===== config.mk =====
export PLATFORM = sky130hd
export DESIGN_NAME = refrigerator_compressor_controller
export DESIGN_NICKNAME = d
export VERILOG_FILES = /design/src/sv/rcc_pkg.sv /design/src/sv/rcc_core.sv /design/src/sv/rcc_out_buf.sv /design/src/sv/refrigerator_compressor_controller.sv
export SDC_FILE = /design/constraint.sdc
export NUM_CORES = 1
export LEC_CHECK = 0
export BUFFER_PORTS_ARGS = -buffer_cell sky130_fd_sc_hd__clkbuf_2
export CAP_MARGIN = 20
export CORE_MARGIN = 5
export CORE_UTILIZATION = 35
export DETAILED_ROUTE_END_ITERATION = 7
export SYNTH_ARGS = -nofsm -noshare
export SYNTH_HDL_FRONTEND = slang
export SYNTH_HIERARCHICAL = 1
export SYNTH_SLANG_ARGS = --single-unit

===== constraint.sdc =====
create_clock -name clk_i -period 11.55 [get_ports clk_i]
set_input_delay 2.31 -clock clk_i [delete_from_list [all_inputs] [get_ports clk_i]]
set_output_delay 2.31 -clock clk_i [all_outputs]
set_load 0.005 [all_outputs]

===== src/sv/rcc_pkg.sv =====
// Shared types and constants for the refrigerator compressor controller.
// Used by rcc_core, rcc_out_buf and the top level; depends on nothing.
`timescale 1ns / 1ps

package rcc_pkg;

  typedef enum logic [1:0] {
    MODE_OFF   = 2'd0,
    MODE_ON    = 2'd1,
    MODE_DELAY = 2'd2
  } rcc_mode_e;

  // Configuration register indexes.
  localparam logic [1:0] CFG_ON_TEMP     = 2'd0;
  localparam logic [1:0] CFG_START_DELAY = 2'd1;
  localparam logic [1:0] CFG_SLEEP       = 2'd2;
  localparam logic [1:0] CFG_SC_HOURS    = 2'd3;

  localparam int unsigned CFG_DATA_W = 16;

  // Configuration reset values.
  localparam logic signed [7:0] ON_TEMP_RESET     = 8'sd4;
  localparam logic [15:0]       START_DELAY_RESET = 16'd20;
  localparam logic [15:0]       SLEEP_RESET       = 16'd120;
  localparam logic [7:0]        SC_HOURS_RESET    = 8'd8;

  localparam logic [5:0] MINUTE_RELOAD  = 6'd60;
  localparam logic [5:0] RUN_MIN_RELOAD = 6'd60;
  localparam logic [7:0] RUN_HOURS_MAX  = 8'd255;
  localparam logic [2:0] LEVEL_RESET    = 3'd3;
  localparam logic [2:0] LEVEL_MIN      = 3'd1;
  localparam logic [2:0] LEVEL_MAX      = 3'd5;
  localparam logic [1:0] HOLD_FULL      = 2'd3;

  // Off temperature is OFF_TEMP_BASE minus two degrees per level above one.
  localparam logic signed [7:0] OFF_TEMP_BASE = -8'sd16;

  // Indicator patterns, active low.
  localparam logic [7:0] PATTERN_SC       = 8'b0000_0101;
  localparam logic [7:0] PATTERN_SC_LOCK  = 8'b0000_0110;
  localparam logic [7:0] PATTERN_LOCK_ON  = 8'b1111_1110;
  localparam logic [7:0] PATTERN_LOCK_OFF = 8'b1111_1011;

  typedef struct packed {
    logic              operation;
    logic signed [7:0] temperature;
    logic              level_key_press;
    logic              super_key_press;
    logic              lock_key_press;
    logic              lock_key_level;
  } rcc_item_t;

  typedef struct packed {
    rcc_mode_e   compressor_mode;
    logic        compressor_drive;
    logic [2:0]  level_setting;
    logic        supercool_active;
    logic        lock_active;
    logic        display_awake;
    logic [7:0]  indicator_pattern;
  } rcc_result_t;

endpackage


===== src/sv/rcc_core.sv =====
// Controller state, configuration registers and the single-pass update logic.
// Depends on rcc_pkg; produces the result of the beat being accepted.
`timescale 1ns / 1ps

module rcc_core (
  input  logic                               clk_i,
  input  logic                               rst_ni,
  input  logic                               cfg_we_i,
  input  logic [1:0]                         cfg_index_i,
  input  logic [rcc_pkg::CFG_DATA_W-1:0]     cfg_data_i,
  input  logic                               step_i,
  input  rcc_pkg::rcc_item_t                 item_i,
  output rcc_pkg::rcc_result_t               result_o
);

  logic signed [7:0] on_temp_q;
  logic [15:0]       start_delay_q;
  logic [15:0]       sleep_sec_q;
  logic [7:0]        sc_hours_q;

  rcc_pkg::rcc_mode_e mode_q, mode_d;
  logic [15:0]        delay_q, delay_d;
  logic [15:0]        sleep_q, sleep_d;
  logic [5:0]         minute_q, minute_d;
  logic [5:0]         run_min_q, run_min_d;
  logic [7:0]         run_hours_q, run_hours_d;
  logic [2:0]         level_q, level_d;
  logic               sc_q, sc_d;
  logic               lock_q, lock_d;
  logic [1:0]         hold_q, hold_d;
  logic signed [7:0]  off_temp_q, off_temp_d;
  logic [7:0]         pattern_q, pattern_d;

  logic [2:0]         level_inc;

  always_ff @(posedge clk_i or negedge rst_ni) begin
    if (!rst_ni) begin
      on_temp_q     <= rcc_pkg::ON_TEMP_RESET;
      start_delay_q <= rcc_pkg::START_DELAY_RESET;
      sleep_sec_q   <= rcc_pkg::SLEEP_RESET;
      sc_hours_q    <= rcc_pkg::SC_HOURS_RESET;
    end else if (cfg_we_i) begin
      case (cfg_index_i)
        rcc_pkg::CFG_ON_TEMP:     on_temp_q     <= $signed(cfg_data_i[7:0]);
        rcc_pkg::CFG_START_DELAY: start_delay_q <= cfg_data_i[15:0];
        rcc_pkg::CFG_SLEEP:       sleep_sec_q   <= cfg_data_i[15:0];
        rcc_pkg::CFG_SC_HOURS:    sc_hours_q    <= cfg_data_i[7:0];
        default: ;
      endcase
    end
  end

  assign level_inc = level_q + 3'd1;

  always_comb begin
    mode_d      = mode_q;
    delay_d     = delay_q;
    sleep_d     = sleep_q;
    minute_d    = minute_q;
    run_min_d   = run_min_q;
    run_hours_d = run_hours_q;
    level_d     = level_q;
    sc_d        = sc_q;
    lock_d      = lock_q;
    hold_d      = hold_q;
    off_temp_d  = off_temp_q;
    pattern_d   = pattern_q;

    if (item_i.operation) begin
      // Minute rollover and supercool run time.
      if (minute_q == 6'd0) begin
        if (sc_q) begin
          run_min_d = run_min_q - 6'd1;
          if (run_min_d == 6'd0) begin
            if (run_hours_q != rcc_pkg::RUN_HOURS_MAX) begin
              run_hours_d = run_hours_q + 8'd1;
            end
            run_min_d = rcc_pkg::RUN_MIN_RELOAD;
          end
        end
        minute_d = rcc_pkg::MINUTE_RELOAD;
      end

      // Compressor mode machine.
      if (sc_q) begin
        if (mode_q == rcc_pkg::MODE_OFF) begin
          mode_d  = rcc_pkg::MODE_DELAY;
          delay_d = start_delay_q;
        end else if (mode_q == rcc_pkg::MODE_DELAY && delay_q == 16'd0) begin
          mode_d = rcc_pkg::MODE_ON;
        end else if (run_hours_d > sc_hours_q) begin
          mode_d      = rcc_pkg::MODE_OFF;
          sc_d        = 1'b0;
          run_min_d   = rcc_pkg::RUN_MIN_RELOAD;
          run_hours_d = 8'd0;
        end
      end else begin
        if (item_i.temperature >= on_temp_q && mode_q == rcc_pkg::MODE_OFF) begin
          mode_d  = rcc_pkg::MODE_DELAY;
          delay_d = start_delay_q;
        end else if (mode_q == rcc_pkg::MODE_DELAY && delay_q == 16'd0) begin
          mode_d = rcc_pkg::MODE_ON;
        end else if (item_i.temperature <= off_temp_q) begin
          mode_d = rcc_pkg::MODE_OFF;
        end
      end

      // Keys in priority order: level, supercool, lock.
      if (item_i.level_key_press) begin
        if (sleep_q == 16'd0) begin
          sleep_d = sleep_sec_q;
        end else if (!sc_d && !lock_q) begin
          level_d = (level_inc > rcc_pkg::LEVEL_MAX) ? rcc_pkg::LEVEL_MIN : level_inc;
        end else if (sc_d && !lock_q) begin
          sc_d        = 1'b0;
          run_min_d   = rcc_pkg::RUN_MIN_RELOAD;
          run_hours_d = 8'd0;
        end
      end else if (item_i.super_key_press) begin
        if (sleep_q == 16'd0) begin
          sleep_d = sleep_sec_q;
        end else if (!lock_q) begin
          sc_d        = 1'b1;
          run_min_d   = rcc_pkg::RUN_MIN_RELOAD;
          run_hours_d = 8'd0;
        end
      end else if (item_i.lock_key_press) begin
        if (sleep_q == 16'd0) begin
          sleep_d = sleep_sec_q;
        end
        if (hold_q == rcc_pkg::HOLD_FULL) begin
          hold_d = 2'd0;
          lock_d = ~lock_q;
        end
      end

      // Indicator refresh.
      if (sc_d) begin
        pattern_d = lock_d ? rcc_pkg::PATTERN_SC_LOCK : rcc_pkg::PATTERN_SC;
      end else if (level_d >= rcc_pkg::LEVEL_MIN && level_d <= rcc_pkg::LEVEL_MAX) begin
        off_temp_d = rcc_pkg::OFF_TEMP_BASE - $signed({1'b0, 3'(level_d - 3'd1), 1'b0});
        pattern_d  = (lock_d ? rcc_pkg::PATTERN_LOCK_ON : rcc_pkg::PATTERN_LOCK_OFF)
                     & ~(8'd1 << (level_d + 3'd2));
      end
    end else begin
      if (item_i.lock_key_level && hold_q != rcc_pkg::HOLD_FULL) begin
        hold_d = hold_q + 2'd1;
      end else if (!item_i.lock_key_level) begin
        hold_d = 2'd0;
      end
      if (sleep_q != 16'd0) sleep_d = sleep_q - 16'd1;
      if (delay_q != 16'd0) delay_d = delay_q - 16'd1;
      if (minute_q != 6'd0 && mode_q != rcc_pkg::MODE_OFF) begin
        minute_d = minute_q - 6'd1;
      end
    end
  end

  always_ff @(posedge clk_i or negedge rst_ni) begin
    if (!rst_ni) begin
      mode_q      <= rcc_pkg::MODE_OFF;
      delay_q     <= rcc_pkg::START_DELAY_RESET;
      sleep_q     <= rcc_pkg::SLEEP_RESET;
      minute_q    <= 6'd0;
      run_min_q   <= rcc_pkg::RUN_MIN_RELOAD;
      run_hours_q <= 8'd0;
      level_q     <= rcc_pkg::LEVEL_RESET;
      sc_q        <= 1'b0;
      lock_q      <= 1'b0;
      hold_q      <= 2'd0;
      off_temp_q  <= 8'sd0;
      pattern_q   <= 8'd0;
    end else if (step_i) begin
      mode_q      <= mode_d;
      delay_q     <= delay_d;
      sleep_q     <= sleep_d;
      minute_q    <= minute_d;
      run_min_q   <= run_min_d;
      run_hours_q <= run_hours_d;
      level_q     <= level_d;
      sc_q        <= sc_d;
      lock_q      <= lock_d;
      hold_q      <= hold_d;
      off_temp_q  <= off_temp_d;
      pattern_q   <= pattern_d;
    end
  end

  always_comb begin
    result_o.compressor_mode   = mode_d;
    result_o.compressor_drive  = (mode_d == rcc_pkg::MODE_ON);
    result_o.level_setting     = level_d;
    result_o.supercool_active  = sc_d;
    result_o.lock_active       = lock_d;
    result_o.display_awake     = (sleep_d != 16'd0);
    result_o.indicator_pattern = pattern_d;
  end

endmodule


===== src/sv/rcc_out_buf.sv =====
// Two-entry result buffer: an output register plus a skid slot.
// Depends on rcc_pkg for the result type.
`timescale 1ns / 1ps

module rcc_out_buf (
  input  logic                 clk_i,
  input  logic                 rst_ni,
  input  logic                 push_i,
  input  rcc_pkg::rcc_result_t push_data_i,
  output logic                 full_o,
  output logic                 out_valid_o,
  input  logic                 out_stall_i,
  output rcc_pkg::rcc_result_t out_data_o
);

  rcc_pkg::rcc_result_t head_q, head_d;
  rcc_pkg::rcc_result_t skid_q, skid_d;
  logic                 head_vld_q, head_vld_d;
  logic                 skid_vld_q, skid_vld_d;
  logic                 pop;

  assign pop = head_vld_q && !out_stall_i;

  always_comb begin
    head_d     = head_q;
    skid_d     = skid_q;
    head_vld_d = head_vld_q;
    skid_vld_d = skid_vld_q;
    if (!head_vld_q) begin
      head_d     = push_data_i;
      head_vld_d = push_i;
    end else if (pop) begin
      if (skid_vld_q) begin
        head_d     = skid_q;
        skid_d     = push_data_i;
        skid_vld_d = push_i;
      end else begin
        head_d     = push_data_i;
        head_vld_d = push_i;
      end
    end else if (push_i) begin
      // Pushes only arrive while the skid slot is empty.
      skid_d     = push_data_i;
      skid_vld_d = 1'b1;
    end
  end

  always_ff @(posedge clk_i or negedge rst_ni) begin
    if (!rst_ni) begin
      head_vld_q <= 1'b0;
      skid_vld_q <= 1'b0;
    end else begin
      head_vld_q <= head_vld_d;
      skid_vld_q <= skid_vld_d;
    end
  end

  always_ff @(posedge clk_i) begin
    head_q <= head_d;
    skid_q <= skid_d;
  end

  assign full_o      = skid_vld_q;
  assign out_valid_o = head_vld_q;
  assign out_data_o  = head_q;

endmodule


===== src/sv/refrigerator_compressor_controller.sv =====
// Refrigerator compressor controller. Throughput: one beat per cycle while
// in_stall_o is low, set by the single registered state update; each result is
// registered in a two-entry result buffer, whose skid slot keeps input accepted
// while one result waits. Reset (rst_ni low, asynchronous) restores state and
// configuration registers to their defaults and empties the result buffer.
`timescale 1ns / 1ps

module refrigerator_compressor_controller (
  input  logic                           clk_i,
  input  logic                           rst_ni,
  input  logic                           cfg_we_i,
  input  logic [1:0]                     cfg_index_i,
  input  logic [rcc_pkg::CFG_DATA_W-1:0] cfg_data_i,
  input  logic                           in_valid_i,
  output logic                           in_stall_o,
  input  logic                           operation_i,
  input  logic signed [7:0]              temperature_i,
  input  logic                           level_key_press_i,
  input  logic                           super_key_press_i,
  input  logic                           lock_key_press_i,
  input  logic                           lock_key_level_i,
  output logic                           out_valid_o,
  input  logic                           out_stall_i,
  output logic [1:0]                     compressor_mode_o,
  output logic                           compressor_drive_o,
  output logic [2:0]                     level_setting_o,
  output logic                           supercool_active_o,
  output logic                           lock_active_o,
  output logic                           display_awake_o,
  output logic [7:0]                     indicator_pattern_o
);

  rcc_pkg::rcc_item_t   item;
  rcc_pkg::rcc_result_t next_result;
  rcc_pkg::rcc_result_t out_result;
  logic                 step;
  logic                 buf_full;

  assign item.operation       = operation_i;
  assign item.temperature     = temperature_i;
  assign item.level_key_press = level_key_press_i;
  assign item.super_key_press = super_key_press_i;
  assign item.lock_key_press  = lock_key_press_i;
  assign item.lock_key_level  = lock_key_level_i;

  assign in_stall_o = buf_full;
  assign step       = in_valid_i && !buf_full;

  rcc_core u_core (
    .clk_i       (clk_i),
    .rst_ni      (rst_ni),
    .cfg_we_i    (cfg_we_i),
    .cfg_index_i (cfg_index_i),
    .cfg_data_i  (cfg_data_i),
    .step_i      (step),
    .item_i      (item),
    .result_o    (next_result)
  );

  rcc_out_buf u_out_buf (
    .clk_i       (clk_i),
    .rst_ni      (rst_ni),
    .push_i      (step),
    .push_data_i (next_result),
    .full_o      (buf_full),
    .out_valid_o (out_valid_o),
    .out_stall_i (out_stall_i),
    .out_data_o  (out_result)
  );

  assign compressor_mode_o   = out_result.compressor_mode;
  assign compressor_drive_o  = out_result.compressor_drive;
  assign level_setting_o     = out_result.level_setting;
  assign supercool_active_o  = out_result.supercool_active;
  assign lock_active_o       = out_result.lock_active;
  assign display_awake_o     = out_result.display_awake;
  assign indicator_pattern_o = out_result.indicator_pattern;

endmodule


==> impl_metrics.csv, run 1 <==
group,metric,value,unit
timing,max-slew-margin-rel,37.6,%
worst_setup_path,required,11.87,ns
timing,slew_violations,0,
worst_setup_path,worst_setup_path_end_kind,"flop",
final_layout,drive_above_1_share,22.9,%
clock_network,ctsResizeCount,0,
timing,worst_pin_slew,0.930,ns
yosys,ys_types,78,
clock_network,root_buffer,"clkbuf_16",
clock_network,post-cts-setup-buffers,0,
drt,wl_per_cell,16.6,um
timing,rsz0062_at_grt,"no",
floorplan,dieWidth,169,um
clock_network,insertion_delay,0.43,ns
timing,setup_viol,0,
drt,num_vias,6510,
min_path,hold_path_class,"flop to flop",
pwr,powerDensity,241,nW/um2
yosys,avgSynthCellArea,10.4,um2
floorplan,start_util,35.3,%
worst_setup_path,worstPathArrival,7.80,ns
clock_network,tritoncts,"done",
global_routing,grt_pass1_wl,34400,um
floorplan,die_y,169,um
worst_setup_path,critPathKind,"flop to flop",
yosys,synth_edf_count,34,
timing,holdWs,0.472,ns
worst_setup_path,slowest_stage,"a311oi_1",
floorplan,ioPinCount,55,
global_routing,antenna_found_initial,0,
timing,timing.fmax,134,MHz
yosys,yosys_warnings,6,
drt,firstDrtPassIters,5,
floorplan,die_area,28500,um2
clock_network,clockBufferDepth,2,
global_routing,grt_pass1_vias,6471,
yosys,syn_area,8830,um2
yosys,postSynthNetCount,925,
timing,skew,0.00562,ns
drt,drt-total-wl,20600,um
clock_network,cts_sinks,158,
worst_setup_path,cpPeakStageDelay,0.79,ns
drt,ant_nets,0,
placement,hpwl,14400,um
job,maxCapViolations,0,
placement,port-buffer-count,54,
timing,tns,0,ns
clock_network,cts_max_level,4,
clock_network,hold_buffers,0,
final_layout,synthToLayoutAreaGrowth,13.6,%
floorplan,core_area,25000,um2
worst_setup_path,cp_common_cell,"ha_1",
timing,hold_viol,0,
final_layout,post-route-util,40.1,%
worst_setup_path,critPathMaxFanout,11,
drt,drt_iter0_drc,470,
yosys,ys_ff_latch,158,
drt,drc,0,
global_routing,grt_max_degree,72,
floorplan,num_rows,58,
final_layout,nFillCells,2454,
global_routing,gr-total-overflow,0,
global_routing,track_usage,14.9,%
pwr,irDropWorstVdd,0.111,mV
drt,via_per_inst,5.24,
clock_network,cts_buffers,17,
timing,fin_crit,7.48,ns
placement,gp_congestion,0.841,
yosys,synthCells,850,
yosys,postSynth.asyncResetShare,78.5,%
timing,finalCritPeriodShare,64.8,%
worst_setup_path,startpoint_type,"flop",
outcome,status,"finished clean",
worst_setup_path,path_cells,"inv_1 -> ha_1 -> nand2b_1 -> nor4_1 -> nand2_1 -> a311oi_1 -> and2_1 -> nand3_1 -> xnor2_1 -> ha_1 -> nand4_1 -> nor2_1 -> a211oi_1 -> o21ai_1 -> a21boi_4 -> nor2_1 -> a31oi_1 -> inv_1 -> ha_1 -> a311o_1 -> mux2i_1 -> a211oi_2 -> nor3_2 -> mux2_2",
yosys,seq_area_frac_synth,47.0,%
yosys,synth_ff_type,"dfrtp_1",
final_layout,final_net_count,974,
clock_network,clkTransAtPathRegs,0.07,ns
final_layout,diodes,0,
pwr,leakage,4.25,nW
[cells in the final DEF, fill, tap and decap left out, drive strengths merged, types with 11 or more instances in the layout]
cell	n
a22o	11
dfrtp	104
o21ai	53
dfstp	20
nand3	17
mux2	68
clkbuf	71
mux2i	12
nor3	28
nand2	78
nor2	61
nand2b	15
inv	54
ha	39
nand4	14
xnor2	15
edfxtp	34
buf	11
a21oi	56
[flip-flops by register name, indices dropped and copies added, names as in the netlist]
name	cells
u_core/delay_q	16
u_core/hold_q	2
u_core/level_q	3
u_core/lock_q	1
u_core/minute_q	6
u_core/mode_q	2
u_core/off_temp_q	5
u_core/on_temp_q	8
u_core/pattern_q	8
u_core/run_hours_q	8
u_core/run_min_q	6
u_core/sc_hours_q	8
u_core/sc_q	1
u_core/sleep_q	16
u_core/sleep_sec_q	16
u_core/start_delay_q	16
u_out_buf/full_o	1
u_out_buf/out_data_o	17
u_out_buf/out_valid_o	1
u_out_buf/skid_q	17
[worst max-delay path, delay by kind of cell (launching register included)]
family	cells	cell delay, ns
AO/OA/AOI/OAI	7	2.63
AND/OR/NAND/NOR	9	2.42
adder cells (fa/ha/maj)	3	0.75
multiplexers	2	0.64
flip-flops	1	0.42
buffers and inverters	2	0.26
XOR/XNOR	1	0.24
[synthesized netlist by cell type, types with 6 or more instances]
master	n	area, um2
xor2_1	10	87.6
nor3_1	26	130
a211oi_1	8	60.1
ha_1	39	488
a22o_1	11	96.3
a21oi_1	56	280
o22ai_1	7	43.8
nand3_1	17	85.1
nand4_1	14	87.6
o32ai_1	7	61.3
edfxtp_1	34	1020
o21ai_0	47	235
clkbuf_1	25	93.8
mux2i_1	11	110
a21o_1	10	75.1
nor4_1	6	37.5
mux2_4	11	165
xnor2_1	15	131
nand2b_1	15	93.8
dfrtp_1	104	2600
nand2_1	77	289
mux2_2	57	642
a32o_1	8	80.1
dfstp_2	20	526
nor2_1	61	229
inv_1	46	173
[per-layer routing]
layer | share of wire [%] | wire, um | global-route usage (%) | up-vias
li1 | - | - | - | 3216
met1 | 49 | 9980 | 20.9 | 3165
met2 | 46 | 9530 | 23.4 | 121
met3 | 4.2 | 866 | 3.50 | 8
met4 | 0.90 | 185 | 3.42 | 0
met5 | 0 | 0 | 0 | -
[per-stage QoR]
stage | std cells | worst slack (ns) | area (um2) | power [W]
after floorplan | 850 | 5.49 | 8830 | 0.00162
after global placement | 1209 | 4.44 | 9430 | 0.00184
after detailed placement | 1209 | 4.08 | 9430 | 0.00186
after CTS | 1241 | 4.06 | 10000 | 0.00244
after global routing | 1242 | 3.28 | 10000 | 0.00260
final | 1242 | 4.07 | 10000 | 0.00242
[cell type report]
cell class	instances	area, um2	area share [%]
multi-input cells	610	4340	43.3
repair buffers	65	353	3.52
flip-flops and latches	158	4150	41.4
clock inverters	15	171	1.71
clock buffers	17	425	4.24
inverters	47	176	1.76
well taps	330	413	4.12
[logic make-up after synthesis]
group	after synthesis	share of synthesized area, %
xor+xnor	25	2.48
simple gates	261	14.9
compound gates	205	15.7
fa+ha+maj	39	5.52
buf+inv	82	3.84
mux	80	10.6
flops	158	47.0
[worst paths after layout]
path                            slack [ns]  cells after the start            startpoint                      end
worst max-delay path                  4.07                     24    u_core/minute_q[0]     u_core/off_temp_q[1]
worst max register to register        4.07                     24    u_core/minute_q[0]     u_core/off_temp_q[1]
worst min register to register        0.47                      1  u_core/off_temp_q[5]     u_core/off_temp_q[5]
min in group asynchronous             1.99                      1                rst_ni  u_core/start_delay_q[9]
worst min-delay path                  0.47                      1  u_core/off_temp_q[5]     u_core/off_temp_q[5]
max in group asynchronous             8.24                      2                rst_ni      u_core/pattern_q[2]
[power breakdown]
part           internal [W]  leakage (nW)  switching (W)
registers          0.000801          1.82       0.000152
logic              0.000407          2.14       0.000493
clock network      0.000308         0.289       0.000257
total               0.00152          4.25       0.000902
Power figures use the tool's default switching activity.
==> inputs of run 2 (changes only) <==
clock period = 6.33 ns   (was 11.55 ns; I/O delays follow)
==> run 2 against run 1 <==
  * Setup slack got worse by 3.5 ns
  * Wire length increased by 0.46%
  * Clock power increased by 82%
  * Worst hold slack improved by 0.0040 ns
  * Final area increased by 0.84%
  * Sequential share of layout area decreased by 0.34 points
  * Largest power group unchanged
  * Global-route usage decreased by 0.061 points
  * First-iteration DRC count unchanged
  * Final cell count increased by 0.32%
==> impl_metrics.csv, run 2 (synthesized netlist as in run 1, its figures left out) <==
group,metric,value,unit
placement,port-buffer-count,54,
timing,worst_pin_slew,1.11,ns
timing,fin_crit,5.80,ns
final_layout,final_cell_mix,"104 x dfrtp_1, 77 x nand2_1, 61 x nor2_1",
clock_network,clockBufferDepth,2,
timing,finalCritPeriodShare,91.7,%
global_routing,grt_max_degree,77,
placement,hpwl,14500,um
timing,tns,0,ns
clock_network,cts_buffers,17,
drt,wl_per_cell,16.6,um
clock_network,clkTransAtPathRegs,0.07,ns
global_routing,use_met3,3.08,%
drt,drc,0,
worst_setup_path,r2r_cells,23,
worst_setup_path,slowest_stage,"dfrtp_1",
final_layout,nFillCells,2413,
worst_setup_path,critPathMaxFanout,7,
floorplan,ioPinCount,55,
worst_setup_path,critPathKind,"flop to flop",
global_routing,grt.busiest_layer,"met2",
global_routing,antenna_found_initial,0,
global_routing,gr-usage-met1,21.0,%
drt,firstDrtPassIters,5,
global_routing,track_usage,14.8,%
global_routing,gr-total-overflow,0,
clock_network,cts_sinks,158,
final_layout,layout_commonest_cell,"dfrtp_1",
clock_network,root_buffer,"clkbuf_16",
worst_setup_path,path_cells,"inv_1 -> ha_1 -> xor2_1 -> nor3b_1 -> nand3_1 -> a311oi_2 -> buf_4 -> mux2_2 -> ha_1 -> nor2b_1 -> o211ai_1 -> a211oi_2 -> o21ai_2 -> a21boi_4 -> mux2i_4 -> inv_1 -> ha_1 -> nand2b_1 -> o32ai_2 -> a211oi_2 -> o21ai_0 -> a32o_1 -> mux2_2",
worst_setup_path,cp-startpoint,"u_core/run_min_q[0]",
floorplan,die_area,28500,um2
clock_network,hold_buffers,0,
pwr,leakage,4.27,nW
placement,placed_cell_area,9460,um2
drt,via_per_inst,5.29,
final_layout,final_net_count,978,
worst_setup_path,required,6.51,ns
clock_network,tritoncts,"done",
final_layout,post-route-util,40.4,%
final_layout,synthToLayoutAreaGrowth,14.5,%
drt,drt-total-wl,20700,um
worst_setup_path,worstReg2RegStart,"u_core/run_min_q[0]",
clock_network,cts_max_level,4,
timing,rsz0062_at_grt,"no",
worst_setup_path,rr_endpoint,"u_out_buf/out_data_o[0]",
floorplan,num_rows,58,
pwr,irDropWorstVdd,0.222,mV
placement,gp_congestion,0.819,
final_layout,drive_above_1_share,23.8,%
outcome,status,"finished clean",
worst_setup_path,worstPathArrival,5.98,ns
pwr,powerDensity,438,nW/um2
worst_setup_path,cp_common_cell,"ha_1",
timing,skew,0.00974,ns
worst_setup_path,critical_path.top_delay_family,"compound AO/OA/AOI/OAI gates",
drt,drt_iter0_drc,470,
floorplan,start_util,35.3,%
global_routing,grt_use_met2,23.0,%
worst_setup_path,r2r_setup_slack,0.53,ns
final_layout,fin_area,10100,um2
global_routing,grt_pass1_wl,34300,um
timing,timing.fmax,172,MHz
timing,hold_viol,0,
drt,ant_nets,0,
timing,slew_violations,0,
clock_network,insertion_delay,0.43,ns
floorplan,dieWidth,169,um
global_routing,grt_pass1_vias,6456,
clock_network,post-cts-setup-buffers,0,
min_path,hold_path_class,"flop to flop",
timing,max-slew-margin-rel,25.3,%
timing,setup_viol,0,
worst_setup_path,critPathBufInv,3,
job,maxCapViolations,0,
worst_setup_path,cpPeakStageDelay,0.39,ns
worst_setup_path,startpoint_type,"flop",
floorplan,core_area,25000,um2
drt,num_vias,6593,
worst_setup_path,worst_setup_path_end_kind,"flop",
final_layout,diodes,0,
floorplan,die_y,169,um
worst_setup_path,cp_num_cells,23,
worst_setup_path,cp-endpoint,"u_out_buf/out_data_o[0]",
-- run 2: cell types whose count changed in the layout (fill, tap and decap cells not counted), sizes merged --
cell,change
clkinv,-1
buf,+5
inv,-2
clkbuf,-1
clkinvlp,+3
-- run 2: worst min path at each step --
stage,start,to,slack [ns],cells past startpoint
2_1_floorplan,u_core/off_temp_q[5],u_core/off_temp_q[5],0.43,1
3_3_place_gp,u_core/hold_q[1],u_core/hold_q[1],0.47,2
3_5_place_dp,u_core/off_temp_q[5],u_core/off_temp_q[5],0.46,1
4_1_cts,u_core/off_temp_q[5],u_core/off_temp_q[5],0.47,1
5_1_grt,u_core/off_temp_q[5],u_core/off_temp_q[5],0.50,1
6_report,u_core/off_temp_q[5],u_core/off_temp_q[5],0.48,1
-- run 2: power breakdown --
| group | total (W) | internal (W) | switching [W] |
|---|---|---|---|
| Sequential | 0.00173 | 0.00146 | 0.000269 |
| Combinational | 0.00167 | 0.000756 | 0.000913 |
| Clock | 0.00103 | 0.000563 | 0.000471 |
| Total | 0.00443 | 0.00278 | 0.00165 |
-- run 2: routing by layer --
| layer | routed length (um) | up-vias |
|---|---|---|
| met1 | 10000 | 3210 |
| li1 | - | 3216 |
| met5 | 0 | - |
| met3 | 903 | 25 |
| met4 | 332 | 0 |
| met2 | 9390 | 142 |
-- run 2: layout make-up --
type                    count  area (um2)  area share [%]
flip-flops and latches    158        4150            41.0
clock buffers              17         425            4.21
multi-input cells         610        4370            43.2
clock inverters            15         178            1.76
inverters                  47         176            1.74
repair buffers             69         405            4.01
well taps                 330         413            4.08
-- run 2: through the flow --
| stage | total power [W] | std cells | hold slack, ns | setup WS, ns |
|---|---|---|---|---|
| after floorplan | 0.00296 | 850 | 0.434 | 0.266 |
| after global placement | 0.00337 | 1213 | 0.475 | 0.451 |
| after detailed placement | 0.00341 | 1213 | 0.456 | 0.249 |
| after CTS | 0.00447 | 1245 | 0.475 | 0.222 |
| after global routing | 0.00476 | 1246 | 0.498 | 0.0292 |
| final | 0.00443 | 1246 | 0.476 | 0.525 |
-- run 2: what timing repair did --
item,in CTS,in global routing
hold endpoints to repair,0,0
resized for setup,0,5
endpoints found under the setup margin,0,27
